$ cat config.mk
export PLATFORM = sky130hd
export DESIGN_NAME = switch_request_router
export DESIGN_NICKNAME = d
export VERILOG_FILES = /design/src/sv/srr_pkg.sv /design/src/sv/switch_request_router.sv
export SDC_FILE = /design/constraint.sdc
export NUM_CORES = 2
export LEC_CHECK = 0
export BUFFER_PORTS_ARGS = -buffer_cell sky130_fd_sc_hd__buf_2
export CORE_UTILIZATION = 59
export CTS_BUF_LIST = sky130_fd_sc_hd__clkbuf_8
export CTS_CLUSTER_DIAMETER = 120
export DETAILED_ROUTE_END_ITERATION = 16
export PLACE_DENSITY = 0.82
export RECOVER_POWER = 50
export SYNTH_ARGS = -nofsm -noshare
export SYNTH_HDL_FRONTEND = slang
export SYNTH_SLANG_ARGS = --single-unit
$ cat constraint.sdc
create_clock -name clk -period 41 [get_ports clk]
set_input_delay 10.25 -clock clk [delete_from_list [all_inputs] [get_ports clk]]
set_output_delay 10.25 -clock clk [all_outputs]
set_load 0.02 [all_outputs]
$ cat src/sv/srr_pkg.sv
package srr_pkg;

  // Default sizes
  localparam int SWITCH_COUNT_DEF  = 2048;
  localparam int EXACT_ENTRIES_DEF = 32;
  localparam int RANGE_ENTRIES_DEF = 16;

  // Field widths
  localparam int ADDR_W = 12;
  localparam int SUB_W  = 8;
  localparam int SLOT_W = 5;
  localparam int CFG_W  = 6;

  // Configuration register indexes
  localparam logic CFG_EXACT_COUNT = 1'b0;
  localparam logic CFG_RANGE_COUNT = 1'b1;

  typedef enum logic [1:0] {
    KIND_REQUEST    = 2'd0,
    KIND_QUERY      = 2'd1,
    KIND_LOAD_EXACT = 2'd2,
    KIND_LOAD_RANGE = 2'd3
  } kind_t;

  typedef enum logic [1:0] {
    RES_EXACT = 2'd0,
    RES_RANGE = 2'd1,
    RES_STATE = 2'd2,
    RES_DONE  = 2'd3
  } result_kind_t;

  typedef enum logic [2:0] {
    ST_CLEAR,
    ST_IDLE,
    ST_QUERY,
    ST_EXACT,
    ST_RANGE,
    ST_DONE
  } state_t;

  typedef struct packed {
    result_kind_t       result_kind;
    logic [SUB_W-1:0]   subscriber;
    logic [ADDR_W-1:0]  switch_address;
    logic               switch_direction;
    logic               state_bit;
    logic               last;
  } out_beat_t;

endpackage

$ cat src/sv/switch_request_router.sv
// Load: no result. Query: reply beat from the query state once the output slot
// is free. Request: with on_flag, walks exact_count then range_count entries
// (counts clamped to table depth), one entry per cycle through a shared compare
// unit unless a hit waits on a stalled output, then a finished beat. in_ready
// rises in the cycle after the last result is loaded. Reset (rst, synchronous):
// clears counts, then sweeps all direction entries one a cycle, in_ready low.
module switch_request_router #(
  parameter int SWITCH_COUNT  = srr_pkg::SWITCH_COUNT_DEF,
  parameter int EXACT_ENTRIES = srr_pkg::EXACT_ENTRIES_DEF,
  parameter int RANGE_ENTRIES = srr_pkg::RANGE_ENTRIES_DEF
) (
  input  logic                       clk,
  input  logic                       rst,
  // configuration
  input  logic                       cfg_we,
  input  logic                       cfg_index,
  input  logic [srr_pkg::CFG_W-1:0]  cfg_data,
  // input channel
  input  logic                       in_valid,
  output logic                       in_ready,
  input  logic [1:0]                 kind,
  input  logic [srr_pkg::ADDR_W-1:0] address,
  input  logic                       direction,
  input  logic                       on_flag,
  input  logic [srr_pkg::SLOT_W-1:0] entry_slot,
  input  logic [srr_pkg::ADDR_W-1:0] range_first,
  input  logic [srr_pkg::ADDR_W-1:0] range_last,
  input  logic [srr_pkg::SUB_W-1:0]  subscriber_id,
  // output channel
  output logic                       out_valid,
  input  logic                       out_ready,
  output logic [1:0]                 result_kind,
  output logic [srr_pkg::SUB_W-1:0]  subscriber,
  output logic [srr_pkg::ADDR_W-1:0] switch_address,
  output logic                       switch_direction,
  output logic                       state_bit,
  output logic                       last
);

  localparam int AW  = (SWITCH_COUNT > 1) ? $clog2(SWITCH_COUNT) : 1;
  localparam int EIW = (EXACT_ENTRIES > 1) ? $clog2(EXACT_ENTRIES) : 1;
  localparam int RIW = (RANGE_ENTRIES > 1) ? $clog2(RANGE_ENTRIES) : 1;
  localparam int ECW = $clog2(EXACT_ENTRIES + 1);
  localparam int RCW = $clog2(RANGE_ENTRIES + 1);
  localparam int IW  = (ECW > RCW) ? ECW : RCW;

  srr_pkg::state_t state, state_next;

  logic [AW-1:0]  clr_idx;
  logic [IW-1:0]  idx, idx_next;
  logic [ECW-1:0] exact_lim;
  logic [RCW-1:0] range_lim;

  logic [srr_pkg::ADDR_W-1:0] req_addr;
  logic                       req_dir;
  logic                       req_ok;
  logic                       rd_bit;

  logic dir_mem [SWITCH_COUNT];

  logic [srr_pkg::ADDR_W-1:0] ex_addr [EXACT_ENTRIES];
  logic [srr_pkg::SUB_W-1:0]  ex_sub  [EXACT_ENTRIES];
  logic [srr_pkg::ADDR_W-1:0] rg_low  [RANGE_ENTRIES];
  logic [srr_pkg::ADDR_W-1:0] rg_high [RANGE_ENTRIES];
  logic [srr_pkg::SUB_W-1:0]  rg_sub  [RANGE_ENTRIES];

  logic                       in_fire;
  logic                       addr_ok;
  logic [AW-1:0]              dir_idx;
  logic                       slot_free;
  logic                       out_load;
  srr_pkg::out_beat_t         beat_next, beat;
  logic [srr_pkg::ADDR_W-1:0] cmp_lo, cmp_hi;
  logic                       hit;

  assign in_ready  = (state == srr_pkg::ST_IDLE);
  assign in_fire   = in_valid && in_ready;
  assign addr_ok   = (address != '0) && (32'(address) <= SWITCH_COUNT);
  assign dir_idx   = AW'(address - srr_pkg::ADDR_W'(1));
  assign slot_free = !out_valid || out_ready;

  // Configuration registers, clamped to the table depth (range count from cfg_data[4:0])
  always_ff @(posedge clk) begin
    if (rst) begin
      exact_lim <= '0;
      range_lim <= '0;
    end else if (cfg_we) begin
      unique case (cfg_index)
        srr_pkg::CFG_EXACT_COUNT: begin
          exact_lim <= (32'(cfg_data) > EXACT_ENTRIES) ? ECW'(EXACT_ENTRIES)
                                                       : cfg_data[ECW-1:0];
        end
        srr_pkg::CFG_RANGE_COUNT: begin
          range_lim <= (32'(cfg_data[4:0]) > RANGE_ENTRIES) ? RCW'(RANGE_ENTRIES)
                                                            : cfg_data[RCW-1:0];
        end
        default: ;
      endcase
    end
  end

  // Direction memory: clear sweep, request write, query read
  always_ff @(posedge clk) begin
    if (state == srr_pkg::ST_CLEAR) begin
      dir_mem[clr_idx] <= 1'b0;
    end else if (in_fire && kind == srr_pkg::KIND_REQUEST && on_flag && addr_ok) begin
      dir_mem[dir_idx] <= direction;
    end
    if (in_fire) begin
      rd_bit <= dir_mem[dir_idx];
    end
  end

  // Subscriber tables, written by load beats
  always_ff @(posedge clk) begin
    if (in_fire && kind == srr_pkg::KIND_LOAD_EXACT && 32'(entry_slot) < EXACT_ENTRIES) begin
      ex_addr[entry_slot[EIW-1:0]] <= address;
      ex_sub[entry_slot[EIW-1:0]]  <= subscriber_id;
    end
    if (in_fire && kind == srr_pkg::KIND_LOAD_RANGE && 32'(entry_slot) < RANGE_ENTRIES) begin
      rg_low[entry_slot[RIW-1:0]]  <= range_first;
      rg_high[entry_slot[RIW-1:0]] <= range_last;
      rg_sub[entry_slot[RIW-1:0]]  <= subscriber_id;
    end
  end

  // Capture the request or query
  always_ff @(posedge clk) begin
    if (in_fire) begin
      req_addr <= address;
      req_dir  <= direction;
      req_ok   <= addr_ok;
    end
  end

  // Sequencer state, walk index and clear counter
  always_ff @(posedge clk) begin
    if (rst) begin
      state   <= srr_pkg::ST_CLEAR;
      idx     <= '0;
      clr_idx <= '0;
    end else begin
      state <= state_next;
      idx   <= idx_next;
      if (state == srr_pkg::ST_CLEAR) begin
        clr_idx <= clr_idx + AW'(1);
      end
    end
  end

  // Shared compare unit: address within [cmp_lo, cmp_hi]
  always_comb begin
    if (state == srr_pkg::ST_RANGE) begin
      cmp_lo = rg_low[idx[RIW-1:0]];
      cmp_hi = rg_high[idx[RIW-1:0]];
    end else begin
      cmp_lo = ex_addr[idx[EIW-1:0]];
      cmp_hi = ex_addr[idx[EIW-1:0]];
    end
    hit = (req_addr >= cmp_lo) && (req_addr <= cmp_hi);
  end

  // Next state and result beats
  always_comb begin
    state_next = state;
    idx_next   = idx;
    out_load   = 1'b0;
    beat_next.result_kind      = srr_pkg::RES_DONE;
    beat_next.subscriber       = '0;
    beat_next.switch_address   = req_addr;
    beat_next.switch_direction = req_dir;
    beat_next.state_bit        = 1'b0;
    beat_next.last             = 1'b0;
    unique case (state)
      srr_pkg::ST_CLEAR: begin
        if (clr_idx == AW'(SWITCH_COUNT - 1)) begin
          state_next = srr_pkg::ST_IDLE;
        end
      end
      srr_pkg::ST_IDLE: begin
        idx_next = '0;
        if (in_fire) begin
          if (kind == srr_pkg::KIND_QUERY) begin
            state_next = srr_pkg::ST_QUERY;
          end else if (kind == srr_pkg::KIND_REQUEST) begin
            state_next = on_flag ? srr_pkg::ST_EXACT : srr_pkg::ST_DONE;
          end
        end
      end
      srr_pkg::ST_QUERY: begin
        beat_next.result_kind      = srr_pkg::RES_STATE;
        beat_next.switch_direction = 1'b0;
        beat_next.state_bit        = req_ok && rd_bit;
        beat_next.last             = 1'b1;
        if (slot_free) begin
          out_load   = 1'b1;
          state_next = srr_pkg::ST_IDLE;
        end
      end
      srr_pkg::ST_EXACT: begin
        beat_next.result_kind = srr_pkg::RES_EXACT;
        beat_next.subscriber  = ex_sub[idx[EIW-1:0]];
        if (idx >= IW'(exact_lim)) begin
          idx_next   = '0;
          state_next = srr_pkg::ST_RANGE;
        end else if (!hit) begin
          idx_next = idx + IW'(1);
        end else if (slot_free) begin
          out_load = 1'b1;
          idx_next = idx + IW'(1);
        end
      end
      srr_pkg::ST_RANGE: begin
        beat_next.result_kind = srr_pkg::RES_RANGE;
        beat_next.subscriber  = rg_sub[idx[RIW-1:0]];
        if (idx >= IW'(range_lim)) begin
          state_next = srr_pkg::ST_DONE;
        end else if (!hit) begin
          idx_next = idx + IW'(1);
        end else if (slot_free) begin
          out_load = 1'b1;
          idx_next = idx + IW'(1);
        end
      end
      srr_pkg::ST_DONE: begin
        beat_next.last = 1'b1;
        if (slot_free) begin
          out_load   = 1'b1;
          state_next = srr_pkg::ST_IDLE;
        end
      end
      default: state_next = srr_pkg::ST_IDLE;
    endcase
  end

  // Output register: hold until taken, load when free
  always_ff @(posedge clk) begin
    if (rst) begin
      out_valid <= 1'b0;
    end else if (out_load) begin
      out_valid <= 1'b1;
    end else if (out_ready) begin
      out_valid <= 1'b0;
    end
    if (out_load) begin
      beat <= beat_next;
    end
  end

  assign result_kind      = beat.result_kind;
  assign subscriber       = beat.subscriber;
  assign switch_address   = beat.switch_address;
  assign switch_direction = beat.switch_direction;
  assign state_bit        = beat.state_bit;
  assign last             = beat.last;

endmodule

==> out/metrics.cfg <==
[global_routing]
grt.total_usage_pct = 30.2
grt_first_pass_wirelength_um = 515000
antenna_found_initial = 14
first_global_vias = 79493
grt_max_degree = 321
overflow = 0

[job]
cap_violations = 96

[floorplanning]
die_h_um = 484
dieArea_um2 = 234000
start_util_pct = 59.4
row_count = 176
die_x_um = 484
core_area_um2 = 230000
pin_count = 92

[yosys]
synth.top_cell.area_share_pct = 71.1
ys_seq_area_share_pct = 71.6
yosys-top-cells-area = edfxtp_1 (71%), mux4_2 (15%), nor2_1 (5.9%), buf_2 (1.6%), nand2_1 (1.4%)
synth-edff-count = 3240
syn_inst = 8335
synth_fp_nets = 8439
syn_avg_cell_area_um2 = 16.4
synth-seq-cells = 3277
synth_flop_cell = edfxtp_1
synth_area_um2 = 137000
ys_types = 75
async_flop_share_pct = 0
synth_area_leader_cell = edfxtp_1
yosys_warnings = 0

[worst_setup_path]
cpLargestDelayFamily = buffers and inverters
r2r_cells = 16
crit_arrival_ns = 27.36
critPathMaxFanout = 127
crit_chain = clkbuf_1 > inv_1 > ha_1 > nor4b_1 > nand2_1 > nor3_1 > xnor2_1 > and3_1 > clkbuf_1 > and2_0 > clkbuf_1 > buf_4 > buf_4 > buf_4
cp.depth = 14
crit_buf_inv = 7
max_stage_delay_ns = 3.65
slowest_stage = and2_0
required_ns = 41.70
crit_path_end_kind = flop
critical_path_class = primary input to flop
startpoint_type = primary input

[routing]
wl_per_cell_um = 30.0
drt_iter0_drc = 12319
drc_errors = 0
drtPass1Iterations = 8
avgViaCountPerCell = 6.69
antenna_left = 0
route.vias.total = 79065
wl_um = 355000

[sta]
slew_headroom_pct = -435
worst_pin_slew_ns = 8.02
skew_ns = 0.0734
timing_hold_violations_final = 0
setup_tns_ns = 0
whs_ns = 0.458
setup_viol = 0
fin_crit_sh_pct = 65.0
fin_crit_ns = 26.66
rsz0062_at_grt = false
max_freq_mhz = 37.5
final_max_slew_viol_count = 3213

[clock_tree]
postCtsSetupBuffers = 0
cts_resized = 0
clk_pin_slew_ns = 0.06
root_buffer = clkbuf_8
numCtsBuffers = 532
tritoncts = yes
clkLatencyLatePin_ns = 1.10
h-tree-depth = 6
cts_max_path_buffers = 4
hold_buffers = 0
clock_sinks = 3277

[final_layout]
layout_common_cells = edfxtp_1 (3240), nor2_1 (2149), mux4_2 (885)
area_growth_pct = 8.32
final_util_pct = 64.4
drive_gt1_share_pct = 19.6
layout_commonest_cell = edfxtp_1
nets = 8519
stdcell_count = 11822

[status]
status = finished with violations
violations = max-capacitance violations, max-slew violations

[pwr]
ir_worst_vdd_v = 0.0000263
combPwrFrac_pct = 3.2
p_per_area_nw_per_um2 = 43.1
p_clk_share_pct = 39.7
power_leakage_nw = 49.2
seqPwrFrac_pct = 57.1
internal_power_mw = 4.97
p_sw_mw = 1.42
switching_share_pct = 22.3

[place]
dp_cells = 10907
io_buffers = 91
hpwlAfterDp_um = 183000
gp_congestion = 0.837

[worst_hold_path]
hold_class = flop to flop
holdPathStages = 2

[power by group through the flow]
stage | Combinational, mW | Clock (mW) | Sequential, mW
floorplan | 0.114 | 0 | 3.72
global placement | 0.201 | 0 | 3.72
detailed placement | 0.204 | 0 | 3.72
CTS | 0.204 | 2.55 | 3.65
global route | 0.210 | 2.69 | 3.65
finish | 0.207 | 2.54 | 3.65
[Yosys cell counts (24+ instances only)]
cell / n
edfxtp_1: 3240
nor2_1: 2168
mux4_2: 885
nand2_1: 527
buf_2: 425
clkbuf_1: 182
nand3_1: 128
a21oi_1: 79
mux2i_1: 59
buf_1: 56
and3_1: 50
a31oi_1: 40
ha_1: 39
dfxtp_1: 37
o21ai_0: 34
nor3_1: 30
buf_4: 24
[sequential cells by signal, summed over array words and instances, names as in the netlist, named ones only]
name / count
dir_mem: 2048
ex_addr: 384
ex_sub: 256
rg_high: 192
rg_low: 192
rg_sub: 128
req_addr: 12
switch_address: 12
clr_idx: 11
subscriber: 8
exact_lim: 6
idx: 6
range_lim: 5
state: 3
result_kind: 2
last: 1
out_valid: 1
rd_bit: 1
req_dir: 1
req_ok: 1
state_bit: 1
switch_direction: 1
[worst register-to-register path, stage by stage, from the launching register on]
cell	delay (ns)
dfxtp_1	2.19
clkbuf_1	1.95
clkbuf_1	5.72
mux4_2	1.08
mux4_2	0.60
a21oi_1	0.27
ha_1	0.27
a21o_1	0.18
a21o_1	0.19
a21o_1	0.18
a21oi_1	0.30
o21ai_0	0.18
a2111oi_0	0.87
nor2_1	0.20
a21oi_1	0.18
nor2_1	0.15
clkbuf_1	0.51
[cells by family (layout without fill, tap and decap cells)]
group           Yosys count  in the layout  synth area share (%)
flops                  3277           3277                  71.6
simple gates           3049           3049                  8.99
mux                     951            951                  15.1
buf+inv                 718           1162                  2.48
compound gates          281            281                  1.37
fa+ha+maj                39             39                 0.356
xor+xnor                 20             20                 0.128
other cells               0             17                     0
[worst paths after layout]
path,from,endpoint,slack [ns]
worst max-delay path,address[0],dir_mem[885],14.34
worst min-delay path,exact_lim[2],exact_lim[2],0.46
worst max register to register,flop,switch_address[0],25.51
worst min register to register,exact_lim[2],exact_lim[2],0.46
[layout make-up]
type,instances,area (um2)
antenna,17,42.5
clock buffer,551,7580
clock inverter,347,1590
fill,14987,82000
inverter,20,75.1
multi-input combinational,4340,35700
sequential,3277,98000
tap,3026,3790
timing repair buffer,244,1500
[through the flow]
| stage | worst slack [ns] | cell area [um2] | total power, mW |
|---|---|---|---|
| final | 14.34 | 148000 | 6.39 |
| after detailed placement | 23.48 | 140000 | 3.92 |
| after global placement | 24.04 | 140000 | 3.92 |
| after floorplan | 11.58 | 137000 | 3.83 |
| after CTS | 24.59 | 149000 | 6.40 |
| after global routing | 13.40 | 148000 | 6.54 |
[per-layer routing]
| metal | track usage, % | up-vias | share of wire (%) |
|---|---|---|---|
| li1 | - | 31801 | - |
| met1 | 38.9 | 39892 | 33 |
| met2 | 48.1 | 6129 | 48 |
| met3 | 7.87 | 1229 | 14 |
| met4 | 15.2 | 14 | 5.5 |
| met5 | 0 | - | 0.026 |
(Power assumes the default switching activity.)
